**src/rtl/mexp_pkg.sv**
```systemverilog
// mexp_pkg: shared types and constants of the modular exponentiation unit
// command and status bundles between controller and datapath
// no dependencies
`default_nettype none

package mexp_pkg;

  // width of the base operand and of the result
  localparam int unsigned BASE_W = 32;
  localparam int unsigned RES_W = 32;

  // modulus after reset, ten to the ninth plus seven
  localparam logic [63:0] MODULUS_RESET = 64'd1000000007;

  // controller to datapath
  typedef struct packed {
    logic load;       // latch a new item, prepare base reduction
    logic init;       // prepare one modular multiplication
    logic step;       // one shift-add step of the shared unit
    logic reduce;     // step belongs to the base reduction
    logic sel_sq;     // multiplication squares the power
    logic exp_shift;  // drop the lowest exponent bit
    logic finish;     // capture the result
  } mexp_cmd_t;

  // datapath to controller
  typedef struct packed {
    logic exp_zero;
    logic exp_lsb;
    logic cnt_last;
  } mexp_status_t;

endpackage

`default_nettype wire

```
**src/rtl/mexp_ctrl.sv**
```systemverilog
// mexp_ctrl: sequencer of the square and multiply loop
// depends on mexp_pkg
`default_nettype none

module mexp_ctrl import mexp_pkg::*; (
  input  wire logic         clk,
  input  wire logic         rst_n,
  input  wire logic         start,
  input  wire mexp_status_t status,
  output mexp_cmd_t         cmd,
  output logic              busy,
  output logic              out_valid
);

  typedef enum logic [2:0] {
    S_IDLE,
    S_REDUCE,
    S_NEXT,
    S_MUL,
    S_SQ_INIT,
    S_SQR
  } state_t;

  state_t state_r, state_nxt;
  logic   out_valid_r;

  always_comb begin
    cmd       = '0;
    state_nxt = state_r;
    unique case (state_r)
      S_IDLE: begin
        if (start) begin
          cmd.load  = 1'b1;
          state_nxt = S_REDUCE;
        end
      end
      S_REDUCE: begin
        cmd.step   = 1'b1;
        cmd.reduce = 1'b1;
        if (status.cnt_last) begin
          state_nxt = S_NEXT;
        end
      end
      S_NEXT: begin
        if (status.exp_zero) begin
          cmd.finish = 1'b1;
          state_nxt  = S_IDLE;
        end else if (status.exp_lsb) begin
          cmd.init  = 1'b1;
          state_nxt = S_MUL;
        end else begin
          cmd.init   = 1'b1;
          cmd.sel_sq = 1'b1;
          state_nxt  = S_SQR;
        end
      end
      S_MUL: begin
        cmd.step = 1'b1;
        if (status.cnt_last) begin
          state_nxt = S_SQ_INIT;
        end
      end
      S_SQ_INIT: begin
        cmd.init   = 1'b1;
        cmd.sel_sq = 1'b1;
        state_nxt  = S_SQR;
      end
      S_SQR: begin
        cmd.step      = 1'b1;
        cmd.sel_sq    = 1'b1;
        cmd.exp_shift = status.cnt_last;
        if (status.cnt_last) begin
          state_nxt = S_NEXT;
        end
      end
      default: begin
        state_nxt = S_IDLE;
      end
    endcase
  end

  always_ff @(posedge clk) begin
    if (!rst_n) begin
      state_r     <= S_IDLE;
      out_valid_r <= 1'b0;
    end else begin
      state_r     <= state_nxt;
      out_valid_r <= cmd.finish;
    end
  end

  assign busy      = (state_r != S_IDLE);
  assign out_valid = out_valid_r;

endmodule

`default_nettype wire

```
**src/rtl/mexp_datapath.sv**
```systemverilog
// mexp_datapath: operand registers, modulus register and the shared
// shift-add modular step unit; depends on mexp_pkg
`default_nettype none

module mexp_datapath import mexp_pkg::*; #(
  parameter int unsigned EXP_BITS = 63,
  parameter int unsigned MOD_BITS = 32
) (
  input  wire logic                clk,
  input  wire logic                rst_n,
  input  wire mexp_cmd_t           cmd,
  output mexp_status_t             status,
  input  wire logic                cfg_we,
  input  wire logic [31:0]         cfg_data,
  input  wire logic [BASE_W-1:0]   base_value,
  input  wire logic [EXP_BITS-1:0] exponent,
  output logic [RES_W-1:0]         power_result
);

  localparam int unsigned W  = MOD_BITS;
  localparam int unsigned SH = (W > BASE_W) ? W : BASE_W;
  localparam int unsigned CW = $clog2(SH);

  logic [W-1:0]        mod_r;
  logic [W:0]          m_r;
  logic [W-1:0]        base_r;
  logic [W-1:0]        acc_r;
  logic [W-1:0]        prod_r;
  logic [SH-1:0]       sh_r;
  logic [CW-1:0]       cnt_r;
  logic [EXP_BITS-1:0] exp_r;
  logic [RES_W-1:0]    res_r;

  logic [63:0]  cfg_ext;
  logic [63:0]  acc_ext;
  logic [W-1:0] mul_a;
  logic [W-1:0] addend;
  logic [W+1:0] sum;
  logic [W+1:0] m1;
  logic [W+1:0] m2;
  logic [W+1:0] red;
  logic [W-1:0] step_res;
  logic         one_mod;

  assign cfg_ext = 64'(cfg_data);
  assign acc_ext = 64'(acc_r);
  assign one_mod = (mod_r == W'(1));

  // step: prod = (2*prod + addend) mod m, sum stays below 3m
  assign mul_a  = cmd.sel_sq ? base_r : acc_r;
  assign addend = !sh_r[SH-1] ? '0 : (cmd.reduce ? W'(1) : mul_a);
  assign sum    = {1'b0, prod_r, 1'b0} + {2'b00, addend};
  assign m1     = {1'b0, m_r};
  assign m2     = {m_r, 1'b0};

  always_comb begin
    if (sum >= m2) begin
      red = sum - m2;
    end else if (sum >= m1) begin
      red = sum - m1;
    end else begin
      red = sum;
    end
  end

  assign step_res = red[W-1:0];

  always_ff @(posedge clk) begin
    if (!rst_n) begin
      mod_r <= MODULUS_RESET[W-1:0];
    end else if (cfg_we) begin
      mod_r <= cfg_ext[W-1:0];
    end
  end

  always_ff @(posedge clk) begin
    if (cmd.load) begin
      // modulus zero stands for two to the width
      m_r    <= (mod_r == '0) ? {1'b1, {W{1'b0}}} : {1'b0, mod_r};
      sh_r   <= SH'(base_value) << (SH - BASE_W);
      cnt_r  <= CW'(BASE_W - 1);
      prod_r <= '0;
      exp_r  <= exponent;
      acc_r  <= ((exponent != '0) && one_mod) ? '0 : W'(1);
    end else if (cmd.init) begin
      sh_r   <= SH'(base_r) << (SH - W);
      cnt_r  <= CW'(W - 1);
      prod_r <= '0;
    end else if (cmd.step) begin
      sh_r   <= sh_r << 1;
      cnt_r  <= cnt_r - CW'(1);
      prod_r <= step_res;
      if (cnt_r == '0) begin
        if (cmd.reduce || cmd.sel_sq) begin
          base_r <= step_res;
        end else begin
          acc_r <= step_res;
        end
      end
      if (cmd.exp_shift) begin
        exp_r <= exp_r >> 1;
      end
    end
    if (cmd.finish) begin
      res_r <= acc_ext[RES_W-1:0];
    end
  end

  assign status.exp_zero = (exp_r == '0);
  assign status.exp_lsb  = exp_r[0];
  assign status.cnt_last = (cnt_r == '0);
  assign power_result    = res_r;

endmodule

`default_nettype wire

```
**src/rtl/modular_exponentiation_unit.sv**
```systemverilog
// modular_exponentiation_unit: top level, controller plus datapath
// depends on mexp_pkg, mexp_ctrl, mexp_datapath
`default_nettype none

// Computes base to the exponent modulo the configured modulus by right-to-left
// square and multiply. Pulse start while busy is low to hand in one beat; the
// result shows on out_power_result for exactly one cycle with out_valid high,
// and the receiver cannot stall it, so it must take it on that cycle. A new
// beat may be started in the cycle the result strobes. Sequence: a load, the
// base reduction, then for each exponent bit up to the highest set one a
// squaring (clear bit) or a multiplication and then a squaring (set bit), and
// a final step; all modular products go through one shared shift-add unit
// that retires one multiplier bit per cycle. A zero exponent returns 1.
// The modulus register resets to 1000000007 and is written through the cfg
// port; the user must write it only while the unit is idle, which the block
// does not enforce. A modulus of zero means two to MOD_BITS.
module modular_exponentiation_unit import mexp_pkg::*; #(
  parameter int unsigned EXP_BITS = 63,
  parameter int unsigned MOD_BITS = 32
) (
  input  wire logic                clk,
  input  wire logic                rst_n,
  // item channel
  input  wire logic                start,
  output logic                     busy,
  input  wire logic [BASE_W-1:0]   in_base_value,
  input  wire logic [EXP_BITS-1:0] in_exponent,
  // result channel
  output logic                     out_valid,
  output logic [RES_W-1:0]         out_power_result,
  // modulus write channel
  input  wire logic                cfg_valid,
  output logic                     cfg_ready,
  input  wire logic [31:0]         cfg_modulus
);

  mexp_cmd_t    cmd;
  mexp_status_t status;

  // modulus writes are always taken
  assign cfg_ready = 1'b1;

  mexp_ctrl u_ctrl (
    .clk       (clk),
    .rst_n     (rst_n),
    .start     (start),
    .status    (status),
    .cmd       (cmd),
    .busy      (busy),
    .out_valid (out_valid)
  );

  mexp_datapath #(
    .EXP_BITS (EXP_BITS),
    .MOD_BITS (MOD_BITS)
  ) u_datapath (
    .clk          (clk),
    .rst_n        (rst_n),
    .cmd          (cmd),
    .status       (status),
    .cfg_we       (cfg_valid & cfg_ready),
    .cfg_data     (cfg_modulus),
    .base_value   (in_base_value),
    .exponent     (in_exponent),
    .power_result (out_power_result)
  );

endmodule

`default_nettype wire
```
**config.mk**
```make
export PLATFORM = sky130hd
export DESIGN_NAME = modular_exponentiation_unit
export DESIGN_NICKNAME = d
export VERILOG_FILES = /design/src/rtl/mexp_pkg.sv /design/src/rtl/mexp_ctrl.sv /design/src/rtl/mexp_datapath.sv /design/src/rtl/modular_exponentiation_unit.sv
export SDC_FILE = /design/constraint.sdc
export NUM_CORES = 1
export LEC_CHECK = 0
export ABC_AREA = 1
export BUFFER_PORTS_ARGS = -buffer_cell sky130_fd_sc_hd__clkbuf_2
export CAP_MARGIN = 10
export CORE_ASPECT_RATIO = 0.5
export CORE_MARGIN = 2
export CORE_UTILIZATION = 40
export CTS_BUF_LIST = sky130_fd_sc_hd__clkbuf_4 sky130_fd_sc_hd__clkbuf_8
export DETAILED_ROUTE_END_ITERATION = 16
export MAX_ROUTING_LAYER = met4
export PLACE_DENSITY = 0.64
export SYNTH_ARGS = -nofsm -noshare
export SYNTH_HDL_FRONTEND = slang
export SYNTH_SLANG_ARGS = --single-unit
```
**constraint.sdc**
```tcl
create_clock -name clk -period 18.2 [get_ports clk]
set_input_delay 4.55 -clock clk [delete_from_list [all_inputs] [get_ports clk]]
set_output_delay 4.55 -clock clk [all_outputs]
set_load 0.03 [all_outputs]
```
## Word level (Yosys, flattened, before mapping)

Cells that the tools add are included.

- Register bits after elaboration: 297
- Bits in latches: 0
- RAM bits: 0
- Bits in read-only memories: 0
- Input port bits: 131
- Output and inout port bits: 35
- Word-level logic and storage cells: 88
- Memories: 0

- Add/subtract/negate cells: 4
- Multipliers: 0
- Divide/modulo/power cells: 0
- $lt $le $gt $ge: 2
- Eq/ne operators: 11
- Shift-type cells: 0
- Multiplexer cells: 37
- Bitwise logic cells: 2
- Reductions and logical operators: 20

Operator list:

| cell | count |
|---|---|
| 32-bit two-way mux | 13 |
| 63-bit two-way mux | 4 |
| 32-bit subtractor | 2 |
| 63-bit zero test | 1 |
| 63-bit nonzero test | 1 |
| 33-bit by 32-bit adder with 34-bit output | 1 |
| 34-bit by 33-bit >= comparator with 1-bit output | 1 |
| 34-bit >= comparator | 1 |
| 33-bit two-way mux | 1 |
| 32-bit by 1-bit equality test with 1-bit output, second input constant | 1 |
| 32-bit zero test | 1 |
| 3-bit two-way mux | 5 |
| 3-bit case mux with 5 select lines | 1 |
| 1-bit two-way mux | 11 |
| 3-bit by 2-bit equality test with 1-bit output, second input constant | 2 |
| 3-bit equality test, second input constant | 2 |
| 2-bit by 1-bit != test with 1-bit output, second input constant | 3 |
| 3-bit AND reduction | 2 |
| 2-bit nonzero test | 3 |
| 3-bit nonzero test | 2 |
| 2-bit OR reduction | 3 |
| 5-bit zero test | 1 |
| 5-bit AND reduction | 1 |
| 5-bit by 1-bit subtractor with 5-bit output, second input constant | 1 |
| 9 further kinds | 12 |

## Longest topological paths before layout

Gate-level depths: netlist of the first run.

- Depth in word-level cells: 15
- Mapped depth: 41
- Depth with buffers taken out: 41

## By module

A second synthesis of the first run with hierarchy kept.

- Cells, all modules: 2765
- Area total of the unflattened synthesis: 19780.2 um^2

Modules (own cells, without submodules):

| module | instances | cells an instance | area each (um^2) | seq. area each (um^2) |
|---|---|---|---|---|
| mexp_datapath | 1 | 2715 | 19489.9 | 8107.8 |
| mexp_ctrl | 1 | 48 | 279.0 | 80.1 |
| modular_exponentiation_unit | 1 | 2 | 11.3 | 0.0 |

## Least setup slack after synthesis of the first run

Ideal clock, no wire load.

- Path type: input port to flip-flop
- From: input port start
- To: register u_datapath.exp_r[0] (enable)
- Setup time: 577 ps
- Data arrival time: 6672 ps
- Data required time: 17623 ps
- Slack: 10950 ps
- Cell stages on the path: 4
- Buffers on the path: 2
- Cells stage by stage: nand3_1 -> clkbuf_1 -> clkbuf_1 -> o31ai_1

- Longest elaborated chain between the ends: 4
- Elaborated cells between the ends (all ways): 6
- Those cells by class: 1 x eq/ne; 2 x mux; 3 x reduce/logical

Ends and longest elaborated chain:

| item | line | text |
|---|---|---|
| start, declared | modular_exponentiation_unit.sv:24 | `input wire logic start,` |
| 1-bit two-way mux * | mexp_ctrl.sv:32 | `if (start) begin` |
| 1-bit two-way mux * | mexp_ctrl.sv:30 | `unique case (state_r)` |
| 2-bit by 1-bit != test with 1-bit output (no source line) or 2-bit nonzero test (tied branches) | - |  |
| 3-bit AND reduction (no source line) * | - |  |
| end signal, assigned | mexp_datapath.sv:83 | `exp_r <= exponent;` |
| end signal, assigned | mexp_datapath.sv:101 | `exp_r <= exp_r >> 1;` |
| end, declared | mexp_datapath.sv:31 | `logic [EXP_BITS-1:0] exp_r;` |

Mark *: on every way between the ends. The rest lies on a longest branch, timed or not.
A chain may end at the register's enable or synchronous reset.

## Worst setup path after layout of the first run

- From: register u_datapath.exp_r[15]
- To: register u_datapath.acc_r[21] (data pin)

- Longest elaborated chain between the ends: 15
- Elaborated cells between the ends (all ways): 18
- Those cells by class: 3 x add/sub; 2 x order compare; 12 x mux; 1 x reduce/logical

Ends and longest elaborated chain:

| item | line | text |
|---|---|---|
| 63-bit zero test * | mexp_datapath.sv:109 | `assign status.exp_zero = (exp_r == '0);` |
| 1-bit two-way mux * | mexp_ctrl.sv:45 | `if (status.exp_zero) begin` |
| 1-bit case mux with 2 select lines * | mexp_ctrl.sv:30 |  |
| 32-bit two-way mux * | mexp_datapath.sv:50 | `assign mul_a = cmd.sel_sq ? base_r : acc_r;` |
| 32-bit two-way mux * (2 in series) | mexp_datapath.sv:51 | `assign addend = !sh_r[SH-1] ? '0 : (cmd.reduce ? W'(1) : mul_a);` |
| 33-bit by 32-bit adder with 34-bit output * | mexp_datapath.sv:52 | `assign sum = {1'b0, prod_r, 1'b0} + {2'b00, addend};` |
| 32-bit subtractor or 34-bit by 33-bit >= comparator with 1-bit output (tied branches) | mexp_datapath.sv:60, mexp_datapath.sv:59 |  |
| 32-bit two-way mux | mexp_datapath.sv:59 | `end else if (sum >= m1) begin` |
| 32-bit two-way mux * | mexp_datapath.sv:57 | `if (sum >= m2) begin` |
| 32-bit two-way mux * | mexp_datapath.sv:94 | `if (cmd.reduce \|\| cmd.sel_sq) begin` |
| 32-bit two-way mux * | mexp_datapath.sv:93 | `if (cnt_r == '0) begin` |
| 32-bit two-way mux * | mexp_datapath.sv:89 | `end else if (cmd.step) begin` |
| 32-bit two-way mux * | mexp_datapath.sv:85 | `end else if (cmd.init) begin` |
| 32-bit two-way mux * | mexp_datapath.sv:77 | `if (cmd.load) begin` |
| end signal, assigned | mexp_datapath.sv:84 | `acc_r <= ((exponent != '0) && one_mod) ? '0 : W'(1);` |
| end signal, assigned | mexp_datapath.sv:97 | `acc_r <= step_res;` |
| end, declared | mexp_datapath.sv:27 | `logic [W-1:0] acc_r;` |

Mark *: on every way between the ends. The rest lies on a longest branch, timed or not. The select of a mux whose other input is x is not followed.

==> reports/metrics.cfg, run 1 <==
[status]
status=complete, no violations

[setup_path]
worst_setup_path_start_kind=flop
cp.required_ns=18.53
cp_common_cell=nand2_1
cpMaxStageDelayCell=nand3_2
path_buf_inv=2
critical_path_peak_fanout=33
cp_top_family=simple AND/OR/NAND/NOR gates
r2r_setup_slack_ns=10.21
arrival_ns=8.32
crit_type=flop to flop
end_kind=flop
critPathMaxStageDelay_ns=0.86

[floorplanning]
die_area_mm2=0.0500
fp.dieH_um=159
core_area_mm2=0.0472
start_util=0.408
die_x_um=314
rows=56
ios=166

[routing]
routed_wl_mm=58.7
drc=0
first_iter_violations=1649
wl_per_cell_um=17.2
routed_via_density=5.11
dr_total_vias=17500
first_pass_iters=5
drtAntennaViolNets=0

[final_layout]
diodes=0
fillCellCount=4881
nets=2975
syn2layout_area_growth_pct=12.3
drive_gt1_frac=0.108

[sta]
setup_violations=0
worst_slew_pin_slew_ns=1.06
post-route-period-util=0.439
hold_ws_ns=0.415
max_freq_mhz=125
tns_ns=0
drv_slew=0
rsz0062_at_grt=no
timing.slew.headroom=0.294
hold_violations=0
fin_worst_skew_ns=0.0629
period_needed_ns=7.99

[synth]
synth_flop_cell=edfxtp_1
synth_fp_nets=2854
synthTopCellsByArea=edfxtp_1 (35%), nand2_1 (17%), dfxtp_1 (7.6%), ha_1 (6.4%), inv_1 (6.0%)
synth_seq_cells=297
synth.cell_area_mm2=0.0193
synth_largest_area_cell=edfxtp_1
synth-edff-count=224
ys_seq_area_frac=0.425
yosysMostFrequentCell=nand2_1
synth.avg_cell_area_um2=7.35
yosysWarnings=0
synth.distinct_cells=55
synth_cells=2622
synth_common_cells=nand2_1 (868), inv_1 (307), nor2_1 (287)
synthArstFlopShare=0
post-synth-top-area-fraction=0.349

[power_and_ir_drop]
ir_worst_vdd_v=0.0000708
p_leak_nw=10.4
power.total_w=0.00432
p_per_area_mw_per_mm2=200

[global_route]
antenna_found_initial=0
grt_start_max_net_pins=110
grt_pass1_vias=16200
gr-total-overflow=0
grt_pass1_wl_mm=89.9
track_usage=0.237

[clock_tree]
cts_resized=0
htree_levels=2
root_buffer=clkbuf_8
postCtsSetupBuffers=0
clk_pin_slew_ns=0.08
clockBufferDepth=3
hold_buffers=0
clock-sinks=297
clock_latency_ns=0.61
cts_buffers=45
tritoncts=done

[placed_design]
io_buffers=164
gp_congestion=0.997
dpl.hpwl_mm=46.2

[worst_hold_path]
min-delay-path-class=flop to flop

[job]
maxCapViolations=0

-- power by group --
part,switching [W],total [W],leakage [nW],internal (W)
Clock,0.000276,0.000600,0.527,0.000324
Combinational,0.00187,0.00264,7.18,0.000772
Sequential,0.0000760,0.00108,2.73,0.00100
Total,0.00222,0.00432,10.4,0.00210
-- cell families (layout without fill, tap and decap cells) --
kind of cell / after synthesis / count (layout) / share of synthesized area
AOI/OAI and AO/OA: 266 / 266 / 0.0761
xor gates and xnor gates: 65 / 65 / 0.0296
adders and majority gates: 101 / 101 / 0.0668
buffers and inverters: 416 / 573 / 0.0835
DFF: 297 / 297 / 0.425
other: 1 / 1 / 0.000195
and+or+nand+nor: 1476 / 1476 / 0.319
-- area by class of cell --
cell class,instances,area [um^2],share of cell area
Inverter,314,1180,0.0546
Multi-Input combinational cell,1909,9520,0.440
Timing Repair Buffer,176,951,0.0440
Clock inverter,10,51.3,0.00237
Clock buffer,73,930,0.0430
Tap cell,638,798,0.0369
Sequential cell,297,8190,0.379
-- placed cells by master, fill, tap and decap left out, types with 12 or more instances in the layout --
master and n:
nand2_1 868, inv_1 307, nor2_1 285, edfxtp_1 224, clkbuf_2 164, nand3_1 154
o21ai_0 114, a21oi_1 104, ha_1 98, dfxtp_1 73, clkbuf_8 61, nor3_1 55
nand4_1 54, xor2_1 45, xnor2_1 20, nor4_1 18, o21bai_1 14, clkbuf_4 12
-- per-layer routing --
metal | wire (um) | up-vias | track usage
met5 | 0 | - | -
met4 | 983 | 0 | 0.0448
met3 | 4790 | 75 | 0.0393
li1 | - | 8774 | -
met1 | 29900 | 8043 | 0.366
met2 | 23100 | 582 | 0.321
-- worst paths after layout --
path | from | to | cells after the start
min reg2reg | u_datapath.mod_r[3] | u_datapath.m_r[3] | 0
max | u_datapath.exp_r[15] | u_datapath.acc_r[21] | 29
max reg2reg | u_datapath.exp_r[15] | u_datapath.acc_r[21] | 29
min | u_datapath.mod_r[3] | u_datapath.m_r[3] | 0
-- sequential cells by signal, indices dropped and copies added, names as in the netlist --
signal and count:
u_datapath.cnt_r 5, u_datapath.acc_r 32, u_datapath.m_r 33, u_ctrl.out_valid 1
u_datapath.exp_r 63, u_datapath.mod_r 32, u_datapath.base_r 32, u_datapath.power_result 32
u_datapath.prod_r 32, u_ctrl.state_r 3, u_datapath.sh_r 32
-- metrics by stage --
stage          area (um^2)  utilization  instances  setup slack (ns)
4_1_cts              21600        0.457       3415              9.88
5_1_grt              21600        0.458       3417              9.48
2_1_floorplan        19300            -       2622             10.95
6_report             21600        0.458       3417             10.21
3_3_place_gp         20600        0.436       3332              9.58
3_5_place_dp         20600        0.436       3332              9.53
Note: power is estimated with default switching activity, not from simulation.
==> run 2, diff against run 1 <==
- ABC_AREA: 1 -> 0
- PLACE_DENSITY: 0.64 -> 0.65
- clock period: 18.2 -> 8.22 ns (I/O delays scaled with it)
==> run 2 against run 1 <==
  * Worst setup slack lost 9.7 ns
  * Area after synthesis shrank 8.2%
  * Hold slack gained 0.037 ns
  * Count of clock-buffer cells in the layout shrank 8
  * Sequential power grew 100%
  * Routed wire length shrank 14%
==> reports/metrics.cfg, run 2 <==
[sta]
setup_violations=0  ; unchanged
worst_slack_ns=0.505  ; was 10.21 ns
fin_worst_skew_ns=0.0661  ; was 0.0629 ns
worst_slew_pin_slew_ns=1.07  ; was 1.06 ns
period_needed_ns=7.72  ; was 7.99 ns
hold_violations=0  ; unchanged
post-route-period-util=0.939  ; was 0.439
max_freq_mhz=130  ; was 125 MHz
timing.slew.headroom=0.287  ; was 0.294
tns_ns=0  ; unchanged
drv_slew=0  ; unchanged
rsz0062_at_grt=no  ; unchanged
hold_ws_ns=0.452  ; was 0.415 ns

[synth]
post-synth-top-area-fraction=0.380  ; was 0.349
synth_flop_cell=edfxtp_1  ; unchanged
synth_cells=1865  ; was 2622
synth-edff-count=224  ; unchanged
synth.cell_area_mm2=0.0177  ; was 0.0193 mm^2
synth_seq_cells=297  ; unchanged
ys_seq_area_frac=0.463  ; was 0.425
synthTopCellsByArea=edfxtp_1 (38%), nand2_1 (8.6%), dfxtp_1 (8.3%), ha_1 (6.9%), a21oi_1 (3.4%)  ; was edfxtp_1 (35%), nand2_1 (17%), dfxtp_1 (7.6%), ha_1 (6.4%), inv_1 (6.0%)
synth.avg_cell_area_um2=9.48  ; was 7.35 um^2
synth_common_cells=nand2_1 (405), edfxtp_1 (224), a21oi_1 (120)  ; was nand2_1 (868), inv_1 (307), nor2_1 (287)
synth.distinct_cells=80  ; was 55
synth_fp_nets=2097  ; was 2854
yosysWarnings=0  ; unchanged
yosysMostFrequentCell=nand2_1  ; unchanged
synthArstFlopShare=0  ; unchanged
synth_largest_area_cell=edfxtp_1  ; unchanged

[global_route]
antenna_found_initial=2  ; was 0
gr-total-overflow=0  ; unchanged
grt_pass1_vias=13400  ; was 16200
grt_start_max_net_pins=84  ; was 110
grt_pass1_wl_mm=77.1  ; was 89.9 mm
track_usage=0.221  ; was 0.237

[routing]
first_iter_violations=1260  ; was 1649
dr_total_vias=14300  ; was 17500
routed_wl_mm=50.5  ; was 58.7 mm
first_pass_iters=5  ; unchanged
drc=0  ; unchanged
routed_via_density=5.44  ; was 5.11
wl_per_cell_um=19.2  ; was 17.2 um
drtAntennaViolNets=0  ; unchanged

[power_and_ir_drop]
p_leak_nw=8.82  ; was 10.4 nW
p_per_area_mw_per_mm2=378  ; was 200 mW/mm^2
ir_worst_vdd_v=0.000155  ; was 0.0000708 V

[clock_tree]
clock-sinks=297  ; unchanged
clockBufferDepth=3  ; unchanged
tritoncts=done  ; unchanged
cts_buffers=44  ; was 45
root_buffer=clkbuf_8  ; unchanged
clock_latency_ns=0.61  ; about the same
clk_pin_slew_ns=0.07  ; was 0.08 ns
htree_levels=2  ; unchanged

[floorplanning]
core_area_mm2=0.0436  ; was 0.0472 mm^2
fp.dieH_um=153  ; was 159 um
die_x_um=301  ; was 314 um
die_area_mm2=0.0460  ; was 0.0500 mm^2
start_util=0.406  ; was 0.408
ios=166  ; unchanged
rows=54  ; was 56

[final_layout]
layout_common_cells=nand2_1 (404), edfxtp_1 (224), clkbuf_2 (164), a21oi_1 (118), ha_1 (98)  ; was nand2_1 (868), inv_1 (307), nor2_1 (285), edfxtp_1 (224), clkbuf_2 (164)
largest_reg_flops=63  ; unchanged
nets=2238  ; was 2975
syn2layout_area_growth_pct=14.0  ; was 12.3%
drive_gt1_frac=0.162  ; was 0.108
final_common_cell=nand2_1  ; unchanged
fillCellCount=4160  ; was 4881
regMostFlops=u_datapath.exp_r  ; unchanged
reg_top3=u_datapath.exp_r (63), u_datapath.m_r (33)  ; unchanged

[setup_path]
critical_path_peak_fanout=10  ; was 33
arrival_ns=8.01  ; was 8.32 ns
startpoint=u_datapath.exp_r[0]  ; was u_datapath.exp_r[15]
reg2reg_depth=27  ; was 29
reg2reg_from=u_datapath.exp_r[0]  ; was u_datapath.exp_r[15]
cp.required_ns=8.52  ; was 18.53 ns
end_kind=flop  ; unchanged
crit_type=flop to flop  ; unchanged
worst_setup_path_start_kind=flop  ; unchanged

[worst_hold_path]
holdCritStartpoint=u_datapath.mod_r[26]  ; was u_datapath.mod_r[3]
min_path_cells=0  ; unchanged
min-delay-path-class=flop to flop  ; unchanged

[placed_design]
dpl.hpwl_mm=38.5  ; was 46.2 mm
gp_congestion=0.957  ; was 0.997
dp_slack_ns=0.262  ; was 9.53 ns
io_buffers=164  ; unchanged

[status]
status=complete, no violations  ; unchanged

[job]
maxCapViolations=0  ; unchanged

## run 2: cell types whose count changed in the layout (fill, tap and decap cells not counted), moves of 32 or more
cell	previous run	this run
o21ai_0	114	49
nand3_1	154	37
nand2_1	868	404
nor2_1	285	80
nand4_1	54	22
nor3_1	55	22
xnor2_1	20	52
inv_1	307	80
a21o_1	10	49
mux2i_1	0	54
## run 2: worst paths after layout
check / to / slack, ns
min reg2reg: u_datapath.m_r[26] / 0.45
min: u_datapath.m_r[26] / 0.45
max: u_datapath.acc_r[2] / 0.50
max reg2reg: u_datapath.acc_r[2] / 0.50
## run 2: kinds of logic after synthesis
| logic type | after synthesis | synth area share |
|---|---|---|
| adder cells (fa/ha/maj) | 101 | 0.0727 |
| other | 1 | 0.000212 |
| multiplexers | 70 | 0.0410 |
| XOR/XNOR | 83 | 0.0411 |
| AO/OA/AOI/OAI | 407 | 0.157 |
| flip-flops | 297 | 0.463 |
| AND/OR/NAND/NOR | 715 | 0.182 |
| buffers and inverters | 191 | 0.0424 |
## run 2: what timing repair did
action | in CTS | in global routing
endpoints found under the setup margin | 0 | 70
hold buffers | 0 | 0
buffers inserted | 0 | 7
resized for setup | 0 | 1
## run 2: layout make-up
cell class                 instances  area [um^2]  share of cell area
clock buffer                      65          807              0.0400
timing repair buffer             203         1160              0.0577
antenna                            2         5.00            0.000248
inverter                          82          310              0.0154
clock inverter                    17          160             0.00794
sequential                       297         8190               0.406
tap                              588          736              0.0365
multi-input combinational       1378         8800               0.436
## run 2: metal layers
| metal | global-route usage | vias up | wire (um) |
|---|---|---|---|
| met5 | - | - | 0 |
| met4 | 0.0467 | 0 | 832 |
| met3 | 0.0455 | 67 | 3320 |
| met2 | 0.332 | 405 | 22500 |
| met1 | 0.308 | 6868 | 23900 |
| li1 | - | 6990 | - |
## run 2: through the flow
| stage | utilization | std cells | area (um^2) | total power [W] |
|---|---|---|---|---|
| 6_report | 0.463 | 2632 | 20200 | 0.00763 |
| 5_1_grt | 0.463 | 2632 | 20200 | 0.00812 |
| 4_1_cts | 0.461 | 2622 | 20100 | 0.00751 |
| 3_5_place_dp | 0.439 | 2540 | 19100 | 0.00617 |
| 3_3_place_gp | 0.439 | 2540 | 19100 | 0.00615 |
| 2_1_floorplan | - | 1865 | 17700 | 0.00508 |
## run 2: power breakdown
part | leakage, nW | internal [W] | total (W) | switching (W)
Sequential | 2.73 | 0.00203 | 0.00217 | 0.000139
Combinational | 5.58 | 0.00165 | 0.00414 | 0.00249
Clock | 0.509 | 0.000729 | 0.00133 | 0.000599
Total | 8.82 | 0.00441 | 0.00763 | 0.00322
## run 2: worst max-delay path, stage by stage, from the launching register on
cell,delay (ns)
edfxtp_1,0.43
nor4_1,0.33
nand2_1,0.14
nor3_1,0.37
nand2_2,0.21
a21o_1,0.34
nand2_1,0.12
a21oi_1,0.08
ha_1,0.26
fa_1,0.43
a211oi_1,0.24
o21bai_1,0.14
o21a_1,0.26
a221o_1,0.44
a31oi_1,0.24
xnor2_1,0.27
ha_1,0.40
a21o_1,0.22
a21o_1,0.21
a2111oi_4,0.39
nor3_1,0.15
a2111oi_4,0.48
o31ai_4,0.20
nor2_8,0.24
buf_4,0.17
mux2_1,0.31
mux2i_1,0.23
nor2_1,0.09
